`src/mmt_pkg.sv`:
```
// Shared types and token kind codes of the maximal munch tokenizer.
package mmt_pkg;

    typedef logic [4:0] t_cls;

    // Token kinds as they leave the block.
    localparam t_cls K_LPAREN   = 5'd0;
    localparam t_cls K_RPAREN   = 5'd1;
    localparam t_cls K_LBRACKET = 5'd2;
    localparam t_cls K_RBRACKET = 5'd3;
    localparam t_cls K_LBRACE   = 5'd4;
    localparam t_cls K_RBRACE   = 5'd5;
    localparam t_cls K_COMMA    = 5'd6;
    localparam t_cls K_COLON    = 5'd7;
    localparam t_cls K_MUL      = 5'd8;
    localparam t_cls K_DIV      = 5'd9;
    localparam t_cls K_ADD      = 5'd10;
    localparam t_cls K_MINUS    = 5'd11;
    localparam t_cls K_EQUAL    = 5'd12;
    localparam t_cls K_LESS     = 5'd13;
    localparam t_cls K_GREATER  = 5'd14;
    localparam t_cls K_NOT      = 5'd15;
    localparam t_cls K_RARROW   = 5'd16;
    localparam t_cls K_LARROW   = 5'd17;
    localparam t_cls K_NEQ      = 5'd18;
    localparam t_cls K_NUMBER   = 5'd19;
    localparam t_cls K_IDENT    = 5'd20;
    localparam t_cls K_STRING   = 5'd21;
    // Pending token states that are not kinds.
    localparam t_cls CLS_EMPTY  = 5'd22;
    localparam t_cls CLS_STUCK  = 5'd23;

    // Entries in the queue between classifier and lexer.
    localparam int QUEUE_DEPTH = 2;

    // One classified source byte.
    typedef struct packed {
        t_cls single_cls;   // kind that this byte starts, or CLS_STUCK
        logic is_space;
        logic is_newline;
        logic is_semi;
        logic is_quote;
        logic is_backslash;
        logic eoi;
    } t_byte_info;

endpackage

```
`src/mmt_front.sv`:
```
// Byte classifier: takes input items and turns each byte into class flags.
module mmt_front
    import mmt_pkg::*;
(
    input  logic       i_in_valid,
    output logic       o_in_ready,
    input  logic [7:0] i_char_code,
    input  logic       i_end_of_input,
    output logic       o_push_valid,
    input  logic       i_push_ready,
    output t_byte_info o_push_info
);

    localparam logic [7:0] C_LPAREN = 8'h28;
    localparam logic [7:0] C_RPAREN = 8'h29;
    localparam logic [7:0] C_LBRACK = 8'h5B;
    localparam logic [7:0] C_RBRACK = 8'h5D;
    localparam logic [7:0] C_LBRACE = 8'h7B;
    localparam logic [7:0] C_RBRACE = 8'h7D;
    localparam logic [7:0] C_COMMA  = 8'h2C;
    localparam logic [7:0] C_COLON  = 8'h3A;
    localparam logic [7:0] C_STAR   = 8'h2A;
    localparam logic [7:0] C_SLASH  = 8'h2F;
    localparam logic [7:0] C_PLUS   = 8'h2B;
    localparam logic [7:0] C_MINUS  = 8'h2D;
    localparam logic [7:0] C_EQUAL  = 8'h3D;
    localparam logic [7:0] C_LESS   = 8'h3C;
    localparam logic [7:0] C_GREAT  = 8'h3E;
    localparam logic [7:0] C_BANG   = 8'h21;
    localparam logic [7:0] C_DOT    = 8'h2E;
    localparam logic [7:0] C_SEMI   = 8'h3B;
    localparam logic [7:0] C_QUOTE  = 8'h22;
    localparam logic [7:0] C_BSLASH = 8'h5C;
    localparam logic [7:0] C_SPACE  = 8'h20;
    localparam logic [7:0] C_TAB    = 8'h09;
    localparam logic [7:0] C_CR     = 8'h0D;
    localparam logic [7:0] C_LF     = 8'h0A;

    logic is_digit;
    logic is_alpha;
    t_cls single_cls;

    assign is_digit = (i_char_code >= 8'h30) && (i_char_code <= 8'h39);
    assign is_alpha = ((i_char_code >= 8'h61) && (i_char_code <= 8'h7A)) ||
                      ((i_char_code >= 8'h41) && (i_char_code <= 8'h5A));

    always_comb begin
        unique case (i_char_code)
            C_LPAREN: single_cls = K_LPAREN;
            C_RPAREN: single_cls = K_RPAREN;
            C_LBRACK: single_cls = K_LBRACKET;
            C_RBRACK: single_cls = K_RBRACKET;
            C_LBRACE: single_cls = K_LBRACE;
            C_RBRACE: single_cls = K_RBRACE;
            C_COMMA:  single_cls = K_COMMA;
            C_COLON:  single_cls = K_COLON;
            C_STAR:   single_cls = K_MUL;
            C_SLASH:  single_cls = K_DIV;
            C_PLUS:   single_cls = K_ADD;
            C_MINUS:  single_cls = K_MINUS;
            C_EQUAL:  single_cls = K_EQUAL;
            C_LESS:   single_cls = K_LESS;
            C_GREAT:  single_cls = K_GREATER;
            C_BANG:   single_cls = K_NOT;
            C_DOT:    single_cls = K_NUMBER;
            default: begin
                if (is_digit) begin
                    single_cls = K_NUMBER;
                end else if (is_alpha) begin
                    single_cls = K_IDENT;
                end else begin
                    single_cls = CLS_STUCK;
                end
            end
        endcase
    end

    always_comb begin
        o_push_info.single_cls   = single_cls;
        o_push_info.is_space     = (i_char_code == C_SPACE) ||
                                   ((i_char_code >= C_TAB) && (i_char_code <= C_CR));
        o_push_info.is_newline   = (i_char_code == C_LF);
        o_push_info.is_semi      = (i_char_code == C_SEMI);
        o_push_info.is_quote     = (i_char_code == C_QUOTE);
        o_push_info.is_backslash = (i_char_code == C_BSLASH);
        o_push_info.eoi          = i_end_of_input;
    end

    assign o_push_valid = i_in_valid;
    assign o_in_ready   = i_push_ready;

endmodule

```
`src/mmt_queue.sv`:
```
// Short queue of classified bytes between the classifier and the lexer.
module mmt_queue
    import mmt_pkg::*;
(
    input  logic       i_clk,
    input  logic       i_rst_n,
    input  logic       i_push_valid,
    output logic       o_push_ready,
    input  t_byte_info i_push_info,
    output logic       o_pop_valid,
    input  logic       i_pop_ready,
    output t_byte_info o_pop_info
);

    localparam int IW = (QUEUE_DEPTH > 1) ? $clog2(QUEUE_DEPTH) : 1;
    localparam int CW = $clog2(QUEUE_DEPTH + 1);
    localparam logic [IW-1:0] LAST = IW'(QUEUE_DEPTH - 1);

    t_byte_info    r_mem [QUEUE_DEPTH];
    logic [IW-1:0] r_wr;
    logic [IW-1:0] r_rd;
    logic [CW-1:0] r_count;
    logic          push;
    logic          pop;

    assign o_push_ready = (r_count != CW'(QUEUE_DEPTH));
    assign o_pop_valid  = (r_count != '0);
    assign o_pop_info   = r_mem[r_rd];
    assign push = i_push_valid && o_push_ready;
    assign pop  = o_pop_valid && i_pop_ready;

    always_ff @(posedge i_clk) begin
        if (!i_rst_n) begin
            r_wr    <= '0;
            r_rd    <= '0;
            r_count <= '0;
        end else begin
            if (push) begin
                r_wr <= (r_wr == LAST) ? '0 : r_wr + 1'b1;
            end
            if (pop) begin
                r_rd <= (r_rd == LAST) ? '0 : r_rd + 1'b1;
            end
            if (push && !pop) begin
                r_count <= r_count + 1'b1;
            end else if (pop && !push) begin
                r_count <= r_count - 1'b1;
            end
        end
    end

    always_ff @(posedge i_clk) begin
        if (push) begin
            r_mem[r_wr] <= i_push_info;
        end
    end

endmodule

```
`src/mmt_back.sv`:
```
// Lexer state machine: applies classified bytes and registers token descriptors.
module mmt_back
    import mmt_pkg::*;
#(
    parameter int MAX_TOKEN_LEN = 255,
    parameter int POS_WIDTH     = 16
) (
    input  logic        i_clk,
    input  logic        i_rst_n,
    input  logic        i_pop_valid,
    output logic        o_pop_ready,
    input  t_byte_info  i_pop_info,
    output logic        o_out_valid,
    input  logic        i_out_ready,
    output logic [4:0]  o_token_kind,
    output logic [7:0]  o_token_length,
    output logic [15:0] o_token_line,
    output logic [15:0] o_token_column
);

    localparam int LW = $clog2(MAX_TOKEN_LEN + 1);
    localparam int PW = (POS_WIDTH < 16) ? POS_WIDTH : 16;
    localparam logic [LW-1:0] LEN_MAX = LW'(MAX_TOKEN_LEN);
    localparam logic [PW-1:0] POS_MAX = {PW{1'b1}};
    localparam logic [PW-1:0] POS_ONE = PW'(1);

    typedef enum logic [1:0] {
        MODE_NORMAL,
        MODE_COMMENT,
        MODE_STRING,
        MODE_ESCAPE
    } t_mode;

    t_mode         r_mode, n_mode;
    t_cls          r_pend, n_pend;
    logic [LW-1:0] r_len, n_len;
    logic [PW-1:0] r_start_line, n_start_line;
    logic [PW-1:0] r_start_col, n_start_col;
    logic [PW-1:0] r_cur_line, n_cur_line;
    logic [PW-1:0] r_cur_col, n_cur_col;
    logic          r_out_valid;
    logic [4:0]    r_kind;
    logic [7:0]    r_length;
    logic [PW-1:0] r_line;
    logic [PW-1:0] r_col;

    logic          take;
    logic          emit;
    t_cls          emit_kind;
    t_cls          ext_cls;
    logic [LW-1:0] len_inc;
    logic [LW+7:0] len_wide;
    logic [7:0]    len_out;
    logic [PW-1:0] adv_line;
    logic [PW-1:0] adv_col;
    logic          pend_valid;

    assign o_pop_ready = !r_out_valid || i_out_ready;
    assign take        = i_pop_valid && o_pop_ready;
    assign pend_valid  = (r_pend < CLS_EMPTY);
    assign len_inc     = (r_len < LEN_MAX) ? r_len + 1'b1 : r_len;
    assign len_wide    = (LW + 8)'(r_len);
    assign len_out     = (len_wide > (LW + 8)'(255)) ? 8'hFF : len_wide[7:0];

    // Position after this byte.
    always_comb begin
        if (i_pop_info.is_newline) begin
            adv_line = (r_cur_line < POS_MAX) ? r_cur_line + 1'b1 : r_cur_line;
            adv_col  = POS_ONE;
        end else begin
            adv_line = r_cur_line;
            adv_col  = (r_cur_col < POS_MAX) ? r_cur_col + 1'b1 : r_cur_col;
        end
    end

    // Kind of the pending token with this byte appended, or stuck.
    always_comb begin
        case (r_pend)
            K_MINUS:  ext_cls = (i_pop_info.single_cls == K_GREATER) ? K_RARROW : CLS_STUCK;
            K_LESS:   ext_cls = (i_pop_info.single_cls == K_MINUS) ? K_LARROW : CLS_STUCK;
            K_EQUAL:  ext_cls = (r_len == LW'(1) && i_pop_info.single_cls == K_EQUAL) ?
                                K_EQUAL : CLS_STUCK;
            K_NOT:    ext_cls = (i_pop_info.single_cls == K_EQUAL) ? K_NEQ : CLS_STUCK;
            K_NUMBER: ext_cls = (i_pop_info.single_cls == K_NUMBER) ? K_NUMBER : CLS_STUCK;
            K_IDENT:  ext_cls = (i_pop_info.single_cls == K_IDENT) ? K_IDENT : CLS_STUCK;
            default:  ext_cls = CLS_STUCK;
        endcase
    end

    always_comb begin
        n_mode       = r_mode;
        n_pend       = r_pend;
        n_len        = r_len;
        n_start_line = r_start_line;
        n_start_col  = r_start_col;
        n_cur_line   = adv_line;
        n_cur_col    = adv_col;
        emit         = 1'b0;
        emit_kind    = r_pend;
        if (i_pop_info.eoi) begin
            // End of source: flush a valid token, then start over.
            emit         = (r_mode == MODE_NORMAL) && pend_valid;
            n_mode       = MODE_NORMAL;
            n_pend       = CLS_EMPTY;
            n_len        = '0;
            n_start_line = POS_ONE;
            n_start_col  = POS_ONE;
            n_cur_line   = POS_ONE;
            n_cur_col    = POS_ONE;
        end else begin
            unique case (r_mode)
                MODE_COMMENT: begin
                    if (i_pop_info.is_newline) begin
                        n_mode = MODE_NORMAL;
                    end
                end
                MODE_STRING: begin
                    if (i_pop_info.is_quote) begin
                        emit      = 1'b1;
                        emit_kind = K_STRING;
                        n_mode    = MODE_NORMAL;
                        n_pend    = CLS_EMPTY;
                        n_len     = '0;
                    end else begin
                        n_len = len_inc;
                        if (i_pop_info.is_backslash) begin
                            n_mode = MODE_ESCAPE;
                        end
                    end
                end
                MODE_ESCAPE: begin
                    n_len  = len_inc;
                    n_mode = MODE_STRING;
                end
                default: begin
                    if (i_pop_info.is_semi || i_pop_info.is_quote) begin
                        emit   = pend_valid;
                        n_pend = CLS_EMPTY;
                        n_len  = '0;
                        if (i_pop_info.is_quote) begin
                            n_mode       = MODE_STRING;
                            n_start_line = adv_line;
                            n_start_col  = adv_col;
                        end else begin
                            n_mode = MODE_COMMENT;
                        end
                    end else if (r_pend == CLS_STUCK) begin
                        if (!i_pop_info.is_space) begin
                            n_len = len_inc;
                        end
                    end else if (r_pend != CLS_EMPTY && ext_cls != CLS_STUCK) begin
                        n_pend = ext_cls;
                        n_len  = len_inc;
                    end else begin
                        // Either nothing pending, or the byte ends the token.
                        emit   = pend_valid;
                        n_pend = CLS_EMPTY;
                        n_len  = '0;
                        if (!i_pop_info.is_space) begin
                            n_pend       = i_pop_info.single_cls;
                            n_len        = LW'(1);
                            n_start_line = r_cur_line;
                            n_start_col  = r_cur_col;
                        end
                    end
                end
            endcase
        end
    end

    always_ff @(posedge i_clk) begin
        if (!i_rst_n) begin
            r_mode       <= MODE_NORMAL;
            r_pend       <= CLS_EMPTY;
            r_len        <= '0;
            r_start_line <= POS_ONE;
            r_start_col  <= POS_ONE;
            r_cur_line   <= POS_ONE;
            r_cur_col    <= POS_ONE;
            r_out_valid  <= 1'b0;
        end else begin
            if (take) begin
                r_mode       <= n_mode;
                r_pend       <= n_pend;
                r_len        <= n_len;
                r_start_line <= n_start_line;
                r_start_col  <= n_start_col;
                r_cur_line   <= n_cur_line;
                r_cur_col    <= n_cur_col;
            end
            if (take && emit) begin
                r_out_valid <= 1'b1;
                r_kind      <= emit_kind;
                r_length    <= len_out;
                r_line      <= r_start_line;
                r_col       <= r_start_col;
            end else if (i_out_ready) begin
                r_out_valid <= 1'b0;
            end
        end
    end

    assign o_out_valid    = r_out_valid;
    assign o_token_kind   = r_kind;
    assign o_token_length = r_length;
    assign o_token_line   = 16'(r_line);
    assign o_token_column = 16'(r_col);

endmodule

```
`src/maximal_munch_tokenizer_core.sv`:
```
// Top level of the maximal munch tokenizer: classifier, queue and lexer.
//
// The input channel (i_in_valid / o_in_ready) carries one source byte per item
// together with an end-of-input flag. The output channel (o_out_valid /
// i_out_ready) carries token descriptors: kind, length, start line and start
// column. Each item is accepted when its valid and ready are both high.
//
// A token is reported by the byte that ends it: the byte is written into
// the two-entry queue, the lexer reads it from there, and the lexer's
// output register then presents the descriptor. The block takes one byte
// per cycle while the receiver keeps up.
//
// When the receiver stalls, the output register holds its descriptor and the
// lexer stops; the queue absorbs up to two more bytes before o_in_ready falls.
// An item with the end-of-input flag set flushes the last valid token and puts
// the lexer back to its start state, so the next byte begins a new source.
// Reset (synchronous, active low) empties the queue and the output register and
// sets line and column to one. No clearing pass is needed.
module maximal_munch_tokenizer_core
    import mmt_pkg::*;
#(
    parameter int MAX_TOKEN_LEN = 255,
    parameter int POS_WIDTH     = 16
) (
    input  logic        i_clk,
    input  logic        i_rst_n,
    input  logic        i_in_valid,
    output logic        o_in_ready,
    input  logic [7:0]  i_char_code,
    input  logic        i_end_of_input,
    output logic        o_out_valid,
    input  logic        i_out_ready,
    output logic [4:0]  o_token_kind,
    output logic [7:0]  o_token_length,
    output logic [15:0] o_token_line,
    output logic [15:0] o_token_column
);

    logic       push_valid;
    logic       push_ready;
    t_byte_info push_info;
    logic       pop_valid;
    logic       pop_ready;
    t_byte_info pop_info;

    // Classification of each byte happens before it enters the queue.
    mmt_front u_front (
        .i_in_valid     (i_in_valid),
        .o_in_ready     (o_in_ready),
        .i_char_code    (i_char_code),
        .i_end_of_input (i_end_of_input),
        .o_push_valid   (push_valid),
        .i_push_ready   (push_ready),
        .o_push_info    (push_info)
    );

    // The queue lets the input side keep taking bytes while the lexer waits.
    mmt_queue u_queue (
        .i_clk        (i_clk),
        .i_rst_n      (i_rst_n),
        .i_push_valid (push_valid),
        .o_push_ready (push_ready),
        .i_push_info  (push_info),
        .o_pop_valid  (pop_valid),
        .i_pop_ready  (pop_ready),
        .o_pop_info   (pop_info)
    );

    // The lexer holds the pending token and the position counters.
    mmt_back #(
        .MAX_TOKEN_LEN (MAX_TOKEN_LEN),
        .POS_WIDTH     (POS_WIDTH)
    ) u_back (
        .i_clk          (i_clk),
        .i_rst_n        (i_rst_n),
        .i_pop_valid    (pop_valid),
        .o_pop_ready    (pop_ready),
        .i_pop_info     (pop_info),
        .o_out_valid    (o_out_valid),
        .i_out_ready    (i_out_ready),
        .o_token_kind   (o_token_kind),
        .o_token_length (o_token_length),
        .o_token_line   (o_token_line),
        .o_token_column (o_token_column)
    );

endmodule

```
`config.mk`:
```
export PLATFORM = sky130hd
export DESIGN_NAME = maximal_munch_tokenizer_core
export DESIGN_NICKNAME = d
export VERILOG_FILES = /design/src/mmt_pkg.sv /design/src/mmt_front.sv /design/src/mmt_queue.sv /design/src/mmt_back.sv /design/src/maximal_munch_tokenizer_core.sv
export SDC_FILE = /design/constraint.sdc
export NUM_CORES = 1
export LEC_CHECK = 0
export BUFFER_PORTS_ARGS = -buffer_cell sky130_fd_sc_hd__clkbuf_2
export CAP_MARGIN = 30
export CORE_MARGIN = 2
export CORE_UTILIZATION = 55
export CTS_BUF_LIST = sky130_fd_sc_hd__clkbuf_8
export DETAILED_ROUTE_END_ITERATION = 16
export GPL_TIMING_DRIVEN = 0
export PLACE_DENSITY = 0.74
export SETUP_SLACK_MARGIN = 0.4
export SLEW_MARGIN = 20
export SYNTH_ARGS = -nofsm -noshare
export SYNTH_HDL_FRONTEND = slang
export SYNTH_HIERARCHICAL = 1
export SYNTH_SLANG_ARGS = --single-unit
```
`constraint.sdc`:
```
create_clock -name i_clk -period 13.5 [get_ports i_clk]
set_clock_uncertainty 0.05 [all_clocks]
set_input_delay 1.35 -clock i_clk [delete_from_list [all_inputs] [get_ports i_clk]]
set_output_delay 1.35 -clock i_clk [all_outputs]
set_load 0.005 [all_outputs]
```
==> impl_metrics.json, run 1 <==
{
  "status": "finished, final reports clean",
  "cts_buffers": 17,
  "fin_ws_ns": 10.26,
  "wirelength_um": 18340,
  "ctsResizeCount": 0,
  "grt_pass1_vias": 5948,
  "synth-edff-count": 67,
  "yosys_warnings": 6,
  "synth.most_common_cell": "dfxtp_1",
  "synth-seq-cells": 152,
  "grt_first_pass_wirelength_um": 29610,
  "fin_tns_setup_ns": 0,
  "p_seq_share_pct": 39.1,
  "place.gp.congestion": 0.9305,
  "crit_type": "register to register",
  "clk_pin_slew_ns": 0.08,
  "htreeDepth": 4,
  "min_path_cells": 0,
  "relSlewSlack_pct": 46.63,
  "internal-power_mw": 0.8346,
  "cts_root_buffer": "clkbuf_8",
  "sw_frac_of_total_pct": 38.78,
  "min_from": "u_back/r_start_line[5]",
  "ff2ff_path_depth": 8,
  "start_util_pct": 56.29,
  "leakage_nw": 3.059,
  "async_flop_share_pct": 0,
  "drive_above_1_share_pct": 16.49,
  "post-place-ws_ns": 9.836,
  "pwr-share-comb_pct": 37.3,
  "post_cts.repair.setup_buffers": 0,
  "synth_cell_types": 87,
  "die_h_um": 123.0,
  "dp_hpwl_um": 12790,
  "numPortBuffers": 55,
  "ant_nets": 0,
  "firstDrtPassIters": 6,
  "clk_latency_ns": 0.46,
  "r2r_slack_ns": 10.26,
  "clock-sinks": 152,
  "die_w_um": 123.0,
  "routed_via_density": 6.043,
  "max_freq_mhz": 308.8,
  "cp_data_required_time_ns": 13.80,
  "clockPowerShare_pct": 23.6,
  "areaGrowthSynthToFinish_pct": 11.77,
  "syn_area_per_cell_sq_um": 9.222,
  "hold_violations": 0,
  "num_rows": 43,
  "slew_violations": 0,
  "diodes": 0,
  "holdBufCountCts": 0,
  "pin_count": 60,
  "startpoint_type": "register",
  "ys.flop_type": "dfxtp_1",
  "ys_seq_area_share_pct": 47.71,
  "final_nets": 939,
  "arrival_ns": 3.53,
  "dieArea_sq_mm": 0.01512,
  "antenna_found_initial": 0,
  "synth_area_leaders": "edfxtp_1 26%, dfxtp_1 22%, a21oi_1 4.5%",
  "synth_top_cell_area_share_pct": 25.85,
  "numPlacedInstances": 1082,
  "finalCriticalPeriod_ns": 3.239,
  "fillCellCount": 1213,
  "synth_nets": 862,
  "powerDensity_mw_per_mm2": 156.7,
  "grt_usage_pct": 25.22,
  "grt_max_degree": 19,
  "period_share_pct": 23.99,
  "synth_top_area_cell": "edfxtp_1",
  "cp_max_fo": 10,
  "drc": 0,
  "wire_per_inst_um": 16.46,
  "cp-end-kind": "register",
  "ctsLongestPathBuffers": 2,
  "rsz0062_at_grt": "no",
  "setup_violations": 0,
  "vdd_drop_max_mv": 0.1065,
  "gr-total-overflow": 0,
  "hold-path-endpoint": "u_back/o_token_line[5]",
  "drtIter0Drc": 587,
  "final_cells": 1114,
  "synth_common_cells": "85 x dfxtp_1, 82 x nand2_1, 76 x nor2_1, 70 x a21oi_1, 67 x edfxtp_1",
  "tightest_slew_ns": 0.8005,
  "rr_endpoint": "u_back/r_len[5]",
  "cap_violations": 0,
  "core_sq_mm": 0.01383,
  "hold_path.class": "register to register",
  "p_sw_mw": 0.5286,
  "vias": 6732,
  "synth_area_sq_mm": 0.007784,
  "cts_tree": "done",
  "synthCells": 844
}
-- worst max-delay path, stage by stage (launching register included) --
cell and delay (ns):
dfxtp_1 0.34, buf_2 0.26, mux2_2 0.42, nor2_1 0.46, nand2_1 0.27, o32a_1 0.39, o21ai_1 0.52, nor4_1 0.11
a211o_1 0.31
-- flip-flops by register name, summed over array words and instances (netlist names), named ones only --
signal / count
u_queue/r_mem: 22
u_back/o_token_column: 16
u_back/o_token_line: 16
u_back/r_cur_col: 16
u_back/r_cur_line: 16
u_back/r_start_col: 16
u_back/r_start_line: 16
u_back/o_token_length: 8
u_back/r_len: 8
u_back/o_token_kind: 5
u_back/r_pend: 5
u_back/r_mode: 2
u_queue/r_count: 2
u_back/o_out_valid: 1
u_queue/r_rd: 1
u_queue/r_wr: 1
-- area by class of cell --
type,instances,area (sq um),share of cell area [%]
repair buffers,58,312.8,3.596
clock buffers,19,261.5,3.006
flip-flops and latches,152,3714,42.69
well taps,180,225.2,2.589
clock inverters,13,103.9,1.194
plain buffers,58,296.5,3.409
inverters,14,52.55,0.6041
multi-input cells,620,3734,42.92
-- cell families after synthesis --
family	after synthesis	synth area share [%]
adders and majority gates	5	0.8037
DFF	152	47.71
AOI/OAI and AO/OA	216	17.84
and+or+nand+nor	367	25.12
muxes	16	2.234
xor gates and xnor gates	16	1.800
buffers and inverters	72	4.485
-- metal layers --
metal	routed length, um	GRT usage, %
met3	1374	5.950
met5	0	0
met1	8353	35.12
met2	8171	37.85
met4	435	10.42
-- layout by cell type, fill, tap and decap left out, drive strengths merged, types with 6 or more instances in the layout --
cell,synthesis,layout
nand2,82,82
nand2b,8,8
nand4,16,16
nor2,76,76
nand3,43,43
dfxtp,85,85
edfxtp,67,67
or2,10,10
a21oi,71,71
nor3,44,44
a211oi,8,8
o211ai,13,13
buf,21,24
nor4,8,8
inv,14,20
nor2b,10,10
and4,6,6
and3,12,12
a31oi,14,14
o31ai,13,13
clkbuf,37,111
or3,12,12
mux2,11,11
xnor2,7,7
and2,15,15
o21ai,47,47
xor2,9,9
-- stage by stage --
step	hold slack, ns	utilization [%]	instance area [sq um]	power (mW)
floorplan	0.3529	-	7784	0.9017
global placement	0.3624	59.91	8284	1.035
detailed placement	0.3632	60.28	8334	1.039
CTS	0.3824	62.92	8700	1.362
global route	0.3898	62.92	8700	1.441
finish	0.3817	62.92	8700	1.363
-- how the worst max path moves through the flow --
stage	end	depth (start not counted)
final	u_back/r_len[5]	8
after global routing	u_back/r_start_col[0]	10
after CTS	u_back/r_len[5]	8
after detailed placement	u_back/r_start_col[0]	10
after global placement	u_back/o_out_valid	7
after floorplan	u_back/o_token_column[0]	5
-- power by group through the flow --
stage | Clock, mW | Sequential (mW) | Combinational [mW]
2_1_floorplan | 0 | 0.539 | 0.362
6_report | 0.322 | 0.533 | 0.508
3_3_place_gp | 0 | 0.543 | 0.491
4_1_cts | 0.330 | 0.533 | 0.499
5_1_grt | 0.348 | 0.537 | 0.556
3_5_place_dp | 0 | 0.543 | 0.496
(Power assumes the default switching activity.)
==> run 2, diff against run 1 <==
--- a/config.mk
+++ b/config.mk
@@ -5,6 +5,7 @@
 export SDC_FILE = /design/constraint.sdc
 export NUM_CORES = 1
 export LEC_CHECK = 0
+export ABC_AREA = 1
 export BUFFER_PORTS_ARGS = -buffer_cell sky130_fd_sc_hd__clkbuf_2
 export CAP_MARGIN = 30
 export CORE_MARGIN = 2
==> constraint.sdc (replaced) <==
create_clock -name i_clk -period 3.1 [get_ports i_clk]
set_clock_uncertainty 0.05 [all_clocks]
set_input_delay 0.31 -clock i_clk [delete_from_list [all_inputs] [get_ports i_clk]]
set_output_delay 0.31 -clock i_clk [all_outputs]
set_load 0.005 [all_outputs]
==> run 2 against run 1 <==
Net effect:
- via count is 4.4% higher
- wire length rose by 2.1%
- global-route usage up 0.70 points
- sequential power rose to 5.5 times the previous value
- count of clock-buffer cells in the layout is 2 lower
- power grew to 5.4 times the previous value
- synthesized cell count is 19% higher
- cell area up 2.5%
- core utilization grew 1.1 points
- die area is 1.5% higher
- critical path type unchanged
- highest routed layer unchanged
==> impl_metrics.json, run 2 <==
{
  "wirelength_um": 18720,
  "ff2ff_path_depth": 11,
  "rr_endpoint": "u_back/r_start_col[10]",
  "drc": 0,
  "synth.most_common_cell": "nand2_1",
  "firstDrtPassIters": 5,
  "htreeDepth": 4,
  "p_seq_share_pct": 39.8,
  "cts_buffers": 17,
  "gr-total-overflow": 0,
  "design_area_sq_mm": 0.008921,
  "cp_max_fo": 10,
  "hold-path-endpoint": "u_queue/r_count[1]",
  "areaGrowthSynthToFinish_pct": 12.91,
  "grt_pass1_vias": 6376,
  "drive_above_1_share_pct": 18.01,
  "regMostFlops": "u_queue/r_mem",
  "finalCriticalPeriod_ns": 2.569,
  "tightest_slew_ns": 0.6767,
  "p_sw_mw": 3.110,
  "final_cell_mix": "195 x nand2_1, 146 x nor2_1, 97 x nand3_1, 84 x dfxtp_1, 81 x inv_1",
  "grt_usage_pct": 25.91,
  "die_w_um": 123.9,
  "synthSimpleGateAreaFrac_pct": 29.33,
  "hold_slack_ns": 0.05505,
  "async_flop_share_pct": 0,
  "fin_ws_ns": 0.5306,
  "ant_nets": 0,
  "internal-power_mw": 4.216,
  "synth_cell_types": 50,
  "final_core_util_pct": 64.02,
  "yosys_warnings": 6,
  "diodes": 0,
  "core_sq_mm": 0.01393,
  "min_path_cells": 3,
  "synth_top_cell_area_share_pct": 25.46,
  "dp_hpwl_um": 13720,
  "clockPowerShare_pct": 19.9,
  "cts_tree": "done",
  "place.gp.congestion": 0.9390,
  "grt_max_degree": 31,
  "min_from": "i_rst_n",
  "drtIter0Drc": 593,
  "synth_nets": 1026,
  "largest_register_ffs": 22,
  "r2r_slack_ns": 0.53,
  "synth_mux_area_share_pct": 1.568,
  "synthCells": 1008,
  "arrival_ns": 2.92,
  "hold_violations": 0,
  "synth-seq-cells": 152,
  "crit_type": "register to register",
  "powerDensity_mw_per_mm2": 821.2,
  "ctsLongestPathBuffers": 2,
  "num_rows": 43,
  "cp_data_required_time_ns": 3.45,
  "syn_area_per_cell_sq_um": 7.839,
  "clk_latency_ns": 0.46,
  "vias": 7031,
  "die_h_um": 123.9,
  "place_area_sq_mm": 0.008447,
  "antenna_found_initial": 0,
  "post-place-ws_ns": 0.1782,
  "synth-adder-area-share_pct": 0.7918,
  "slew_violations": 0,
  "synth_common_cells": "195 x nand2_1, 150 x nor2_1, 97 x nand3_1, 85 x dfxtp_1, 82 x inv_1",
  "synth_top_family_by_area": "simple AND/OR/NAND/NOR gates",
  "final_nets": 1110,
  "cap_violations": 0,
  "ys_seq_area_share_pct": 47.00,
  "pwr-share-comb_pct": 40.3,
  "final_common_cell": "nand2_1",
  "p_total_mw": 7.326,
  "synth-compound-area-share_pct": 11.62,
  "synth_area_leaders": "edfxtp_1 25%, dfxtp_1 22%, nand2_1 9.3%",
  "synth-edff-count": 67,
  "numPortBuffers": 57,
  "synth_xor_area_share_pct": 2.217,
  "setup_violations": 0,
  "clk_pin_slew_ns": 0.10,
  "vdd_drop_max_mv": 0.5199,
  "status": "finished, final reports clean",
  "ys.flop_type": "dfxtp_1",
  "leakage_nw": 3.574,
  "clock-sinks": 152,
  "grt_first_pass_wirelength_um": 30650,
  "period_share_pct": 82.88,
  "startpoint_type": "register",
  "routed_via_density": 5.472,
  "synth_area_sq_mm": 0.007901,
  "rsz0062_at_grt": "no",
  "wire_per_inst_um": 14.57,
  "dieArea_sq_mm": 0.01534,
  "pin_count": 60,
  "cp-end-kind": "register",
  "relSlewSlack_pct": 54.88,
  "start_util_pct": 56.70,
  "sw_frac_of_total_pct": 42.45,
  "hold_path.class": "input port to register",
  "max_freq_mhz": 389.2,
  "synth_top_area_cell": "edfxtp_1",
  "cts_root_buffer": "clkbuf_8"
}
## run 2: changes by cell type after synthesis, moves of 25 or more
cell,previous run,this run
inv_1,14,82
nor3_1,39,14
nand2_1,82,195
o21ai_0,39,69
nand3_1,41,97
nor2_1,76,150
## run 2: final cells by class
| cell class | count | area (sq um) |
|---|---|---|
| clock buffer | 17 | 234.0 |
| multi-input combinational | 718 | 3638 |
| fill | 1227 | 5014 |
| clock inverter | 15 | 153.9 |
| tap | 180 | 225.2 |
| inverter | 99 | 377.9 |
| sequential | 152 | 3715 |
| buffer | 39 | 216.5 |
| timing repair buffer | 65 | 360.3 |
## run 2: power groups by stage
stage	registers, mW	clock network, mW	logic [mW]
floorplan	2.88	0	2.10
global placement	2.94	0	2.76
detailed placement	2.95	0	2.82
CTS	2.91	1.49	2.89
global route	2.97	1.57	3.33
finish	2.92	1.46	2.95
## run 2: repair_timing
| action | in CTS | in global routing |
|---|---|---|
| setup buffers | 3 | 1 |
| hold buffers | 1 | 0 |
| hold endpoints to repair | 2 | 0 |
| pin swaps | 2 | 3 |
| setup endpoints to repair | 56 | 88 |
| resized for setup | 1 | 15 |
## run 2: cell families (layout without fill, tap and decap cells)
group / after synthesis / in the layout
mux: 11 / 11
fa+ha+maj: 5 / 5
buf+inv: 138 / 235
flops: 152 / 152
simple gates: 516 / 516
compound gates: 166 / 166
xor+xnor: 20 / 20
## run 2: worst max path at each step
stage	start	to	slack, ns	depth (start not counted)
after CTS	register	u_back/r_start_col[1]	0.37	12
after global routing	register	u_back/o_token_column[15]	0.40	13
after detailed placement	register	u_back/r_len[7]	0.18	11
final	register	u_back/r_start_col[10]	0.53	11
after global placement	register	u_back/o_token_line[6]	-0.005	13
after floorplan	register	u_back/o_token_column[0]	0.42	13
## run 2: per-layer routing
metal | routed length, um | share of wire, % | GRT usage (%) | vias to the layer above
met5 | 0 | 0 | 0 | -
met4 | 267 | 1.4 | 9.730 | 0
met3 | 1421 | 7.6 | 4.487 | 32
met2 | 8525 | 46 | 40.18 | 266
met1 | 8506 | 45 | 36.35 | 3206
li1 | - | - | - | 3527
## run 2: per-stage QoR
stage                     setup TNS, ns  std cells
after floorplan                       0       1008
after global placement          -0.1263       1245
after detailed placement              0       1246
after CTS                             0       1282
after global routing                  0       1285
final                                 0       1285
## run 2: critical path, cell delays in order, from the launching register on
cell and delay, ns:
dfxtp_2 0.36, buf_6 0.15, mux2_2 0.34, buf_4 0.18, inv_4 0.13, nand2_2 0.12, nor2_4 0.16, inv_2 0.05
clkbuf_1 0.26, o21ai_0 0.44, o21ai_1 0.16, nor2_1 0.11
==> run 3, diff against run 2 <==
--- a/config.mk
+++ b/config.mk
@@ -5,7 +5,7 @@
 export SDC_FILE = /design/constraint.sdc
 export NUM_CORES = 1
 export LEC_CHECK = 0
-export ABC_AREA = 1
+export ABC_AREA = 0
 export BUFFER_PORTS_ARGS = -buffer_cell sky130_fd_sc_hd__clkbuf_2
 export CAP_MARGIN = 30
 export CORE_MARGIN = 2
@@ -13,7 +13,7 @@
 export CTS_BUF_LIST = sky130_fd_sc_hd__clkbuf_8
 export DETAILED_ROUTE_END_ITERATION = 16
 export GPL_TIMING_DRIVEN = 0
-export PLACE_DENSITY = 0.74
+export PLACE_DENSITY = 0.77
 export SETUP_SLACK_MARGIN = 0.4
 export SLEW_MARGIN = 20
 export SYNTH_ARGS = -nofsm -noshare
==> constraint.sdc (replaced) <==
create_clock -name i_clk -period 2.35 [get_ports i_clk]
set_clock_uncertainty 0.05 [all_clocks]
set_input_delay 0.235 -clock i_clk [delete_from_list [all_inputs] [get_ports i_clk]]
set_output_delay 0.235 -clock i_clk [all_outputs]
set_load 0.005 [all_outputs]
==> run 3 against run 2 <==
Net effect:
- critical endpoint unchanged
- non-clock buffer count increased by 86
- largest cell class is now multi-input gates
- register-to-register slack got worse by 1.1 ns
- sequential share of layout area decreased by 6.5 points
- core utilization increased by 13 points
- the run now ends with setup timing left
- sequential power increased by 6%
- combinational power increased by 69%
==> impl_metrics.json, run 3 (synthesized netlist as in run 1, its figures left out) <==
{
  "cts_buffers": 17,
  "num_rows": 43,
  "dieArea_sq_mm": 0.01512,
  "gr-total-overflow": 0,
  "crit_type": "register to register",
  "cp_cell_sequence": "buf_6, buf_16, buf_12, mux2_2, or2_4, clkbuf_1, nand2_1, nor4_1, a211oi_4, nor3_2",
  "startpoint_type": "register",
  "largest_register_ffs": 22,
  "clock-sinks": 152,
  "ant_nets": 0,
  "die_h_um": 123.0,
  "p_total_mw": 10.18,
  "final_core_util_pct": 76.87,
  "place.gp.congestion": 0.9426,
  "vdd_drop_max_mv": 0.5023,
  "wirelength_um": 25520,
  "firstDrtPassIters": 6,
  "dp_hpwl_um": 13700,
  "cts_root_buffer": "clkbuf_8",
  "grt_pass1_vias": 6592,
  "final_common_cell": "dfxtp_1",
  "leakage_nw": 3.830,
  "status": "finished with violations",
  "antenna_found_initial": 0,
  "regMostFlops": "u_queue/r_mem",
  "cp_max_fo": 10,
  "post-place-ws_ns": -0.8791,
  "start_util_pct": 56.29,
  "grt_usage_pct": 28.04,
  "setup_violations": 99,
  "htreeDepth": 4,
  "cts_tree": "done",
  "slew_violations": 0,
  "crit_family": "simple AND/OR/NAND/NOR gates",
  "numPlacedInstances": 1082,
  "rsz0062_at_grt": "yes",
  "grt_max_degree": 18,
  "wire_per_inst_um": 21.48,
  "min_path_cells": 2,
  "hold_slack_ns": 0.09082,
  "cap_violations": 0,
  "cp_data_required_time_ns": 2.74,
  "fin_ws_ns": -0.6101,
  "numPortBuffers": 55,
  "violations": "setup timing",
  "drive_above_1_share_pct": 39.09,
  "areaGrowthSynthToFinish_pct": 36.55,
  "drc": 0,
  "critPathBufInv": 4,
  "powerDensity_mw_per_mm2": 957.7,
  "hold_path.class": "input port to register",
  "tightest_slew_ns": 0.9150,
  "ff2ff_path_depth": 10,
  "die_w_um": 123.0,
  "clk_latency_ns": 0.50,
  "final_cell_mix": "72 x dfxtp_1, 67 x edfxtp_1, 65 x nand2_1, 60 x clkbuf_2, 54 x nor2_1",
  "drtIter0Drc": 1177,
  "cp.depth": 10,
  "final_nets": 1013,
  "final_cells": 1188,
  "slowest_delay_ns": 0.60,
  "ctsLongestPathBuffers": 2,
  "grt_first_pass_wirelength_um": 32590,
  "cpMaxStageDelayCell": "nor4_1",
  "max_freq_mhz": 337.8,
  "relSlewSlack_pct": 39.00,
  "diodes": 0,
  "clk_pin_slew_ns": 0.11,
  "cp-end-kind": "register",
  "finalCriticalPeriod_ns": 2.960,
  "period_share_pct": 126.0,
  "routed_via_density": 6.686,
  "hold_violations": 0,
  "vias": 7943,
  "core_sq_mm": 0.01383,
  "pin_count": 60,
  "arrival_ns": 3.35
}
run 3: cell types whose count changed in the layout (fill, tap and decap cells not counted), moves of 16 or more:
cell,delta
o21ai_0,-43
buf_8,+16
a21oi_2,+21
nor2_1,-92
buf_4,+21
buf_6,+31
inv_1,-68
nand2_1,-130
nand3_1,-64
run 3: worst paths after layout:
kind	startpoint	end	slack, ns
worst max-delay path	register	u_back/r_start_col[10]	-0.61
worst min-delay path	i_rst_n	u_queue/r_wr	0.09
worst max register to register	register	u_back/r_start_col[10]	-0.61
worst min register to register	u_back/r_start_line[5]	u_back/o_token_line[5]	0.39
run 3: report_power, final:
| part | internal, mW | switching [mW] | total [mW] |
|---|---|---|---|
| combinational | 2.07 | 2.92 | 5.00 |
| clock | 0.895 | 1.19 | 2.08 |
| sequential | 2.96 | 0.136 | 3.10 |
| total | 5.93 | 4.25 | 10.2 |
run 3: metal layers:
metal | vias to the layer above | track usage (%) | share of wire [%]
met5 | - | 0 | 0
met4 | 0 | 11.93 | 5.7
met3 | 192 | 6.135 | 11
met2 | 648 | 46.06 | 46
met1 | 3653 | 35.75 | 37
li1 | 3450 | - | -
run 3: timing repair:
action	in CTS	in global routing
setup endpoints to repair	129	130
gates cloned	5	1
gates resized for setup	124	180
pin swaps	30	70
hold buffers	2	0
buffers inserted	41	25
endpoints found under the hold margin	3	0
run 3: final cells by class:
| class | count | area (sq um) |
|---|---|---|
| multi-input combinational | 620 | 4604 |
| sequential | 152 | 3732 |
| fill | 808 | 3198 |
| timing repair buffer | 132 | 1134 |
| buffer | 58 | 470.5 |
| clock buffer | 17 | 234.0 |
| tap | 180 | 225.2 |
| clock inverter | 15 | 172.7 |
| inverter | 14 | 56.30 |
run 3: through the flow:
stage	instance area [sq um]	TNS (ns)
detailed placement	8399	-49.08
floorplan	7861	-43.35
finish	10630	-43.96
global placement	8362	-91.80
CTS	9693	-28.31
global route	10630	-48.88
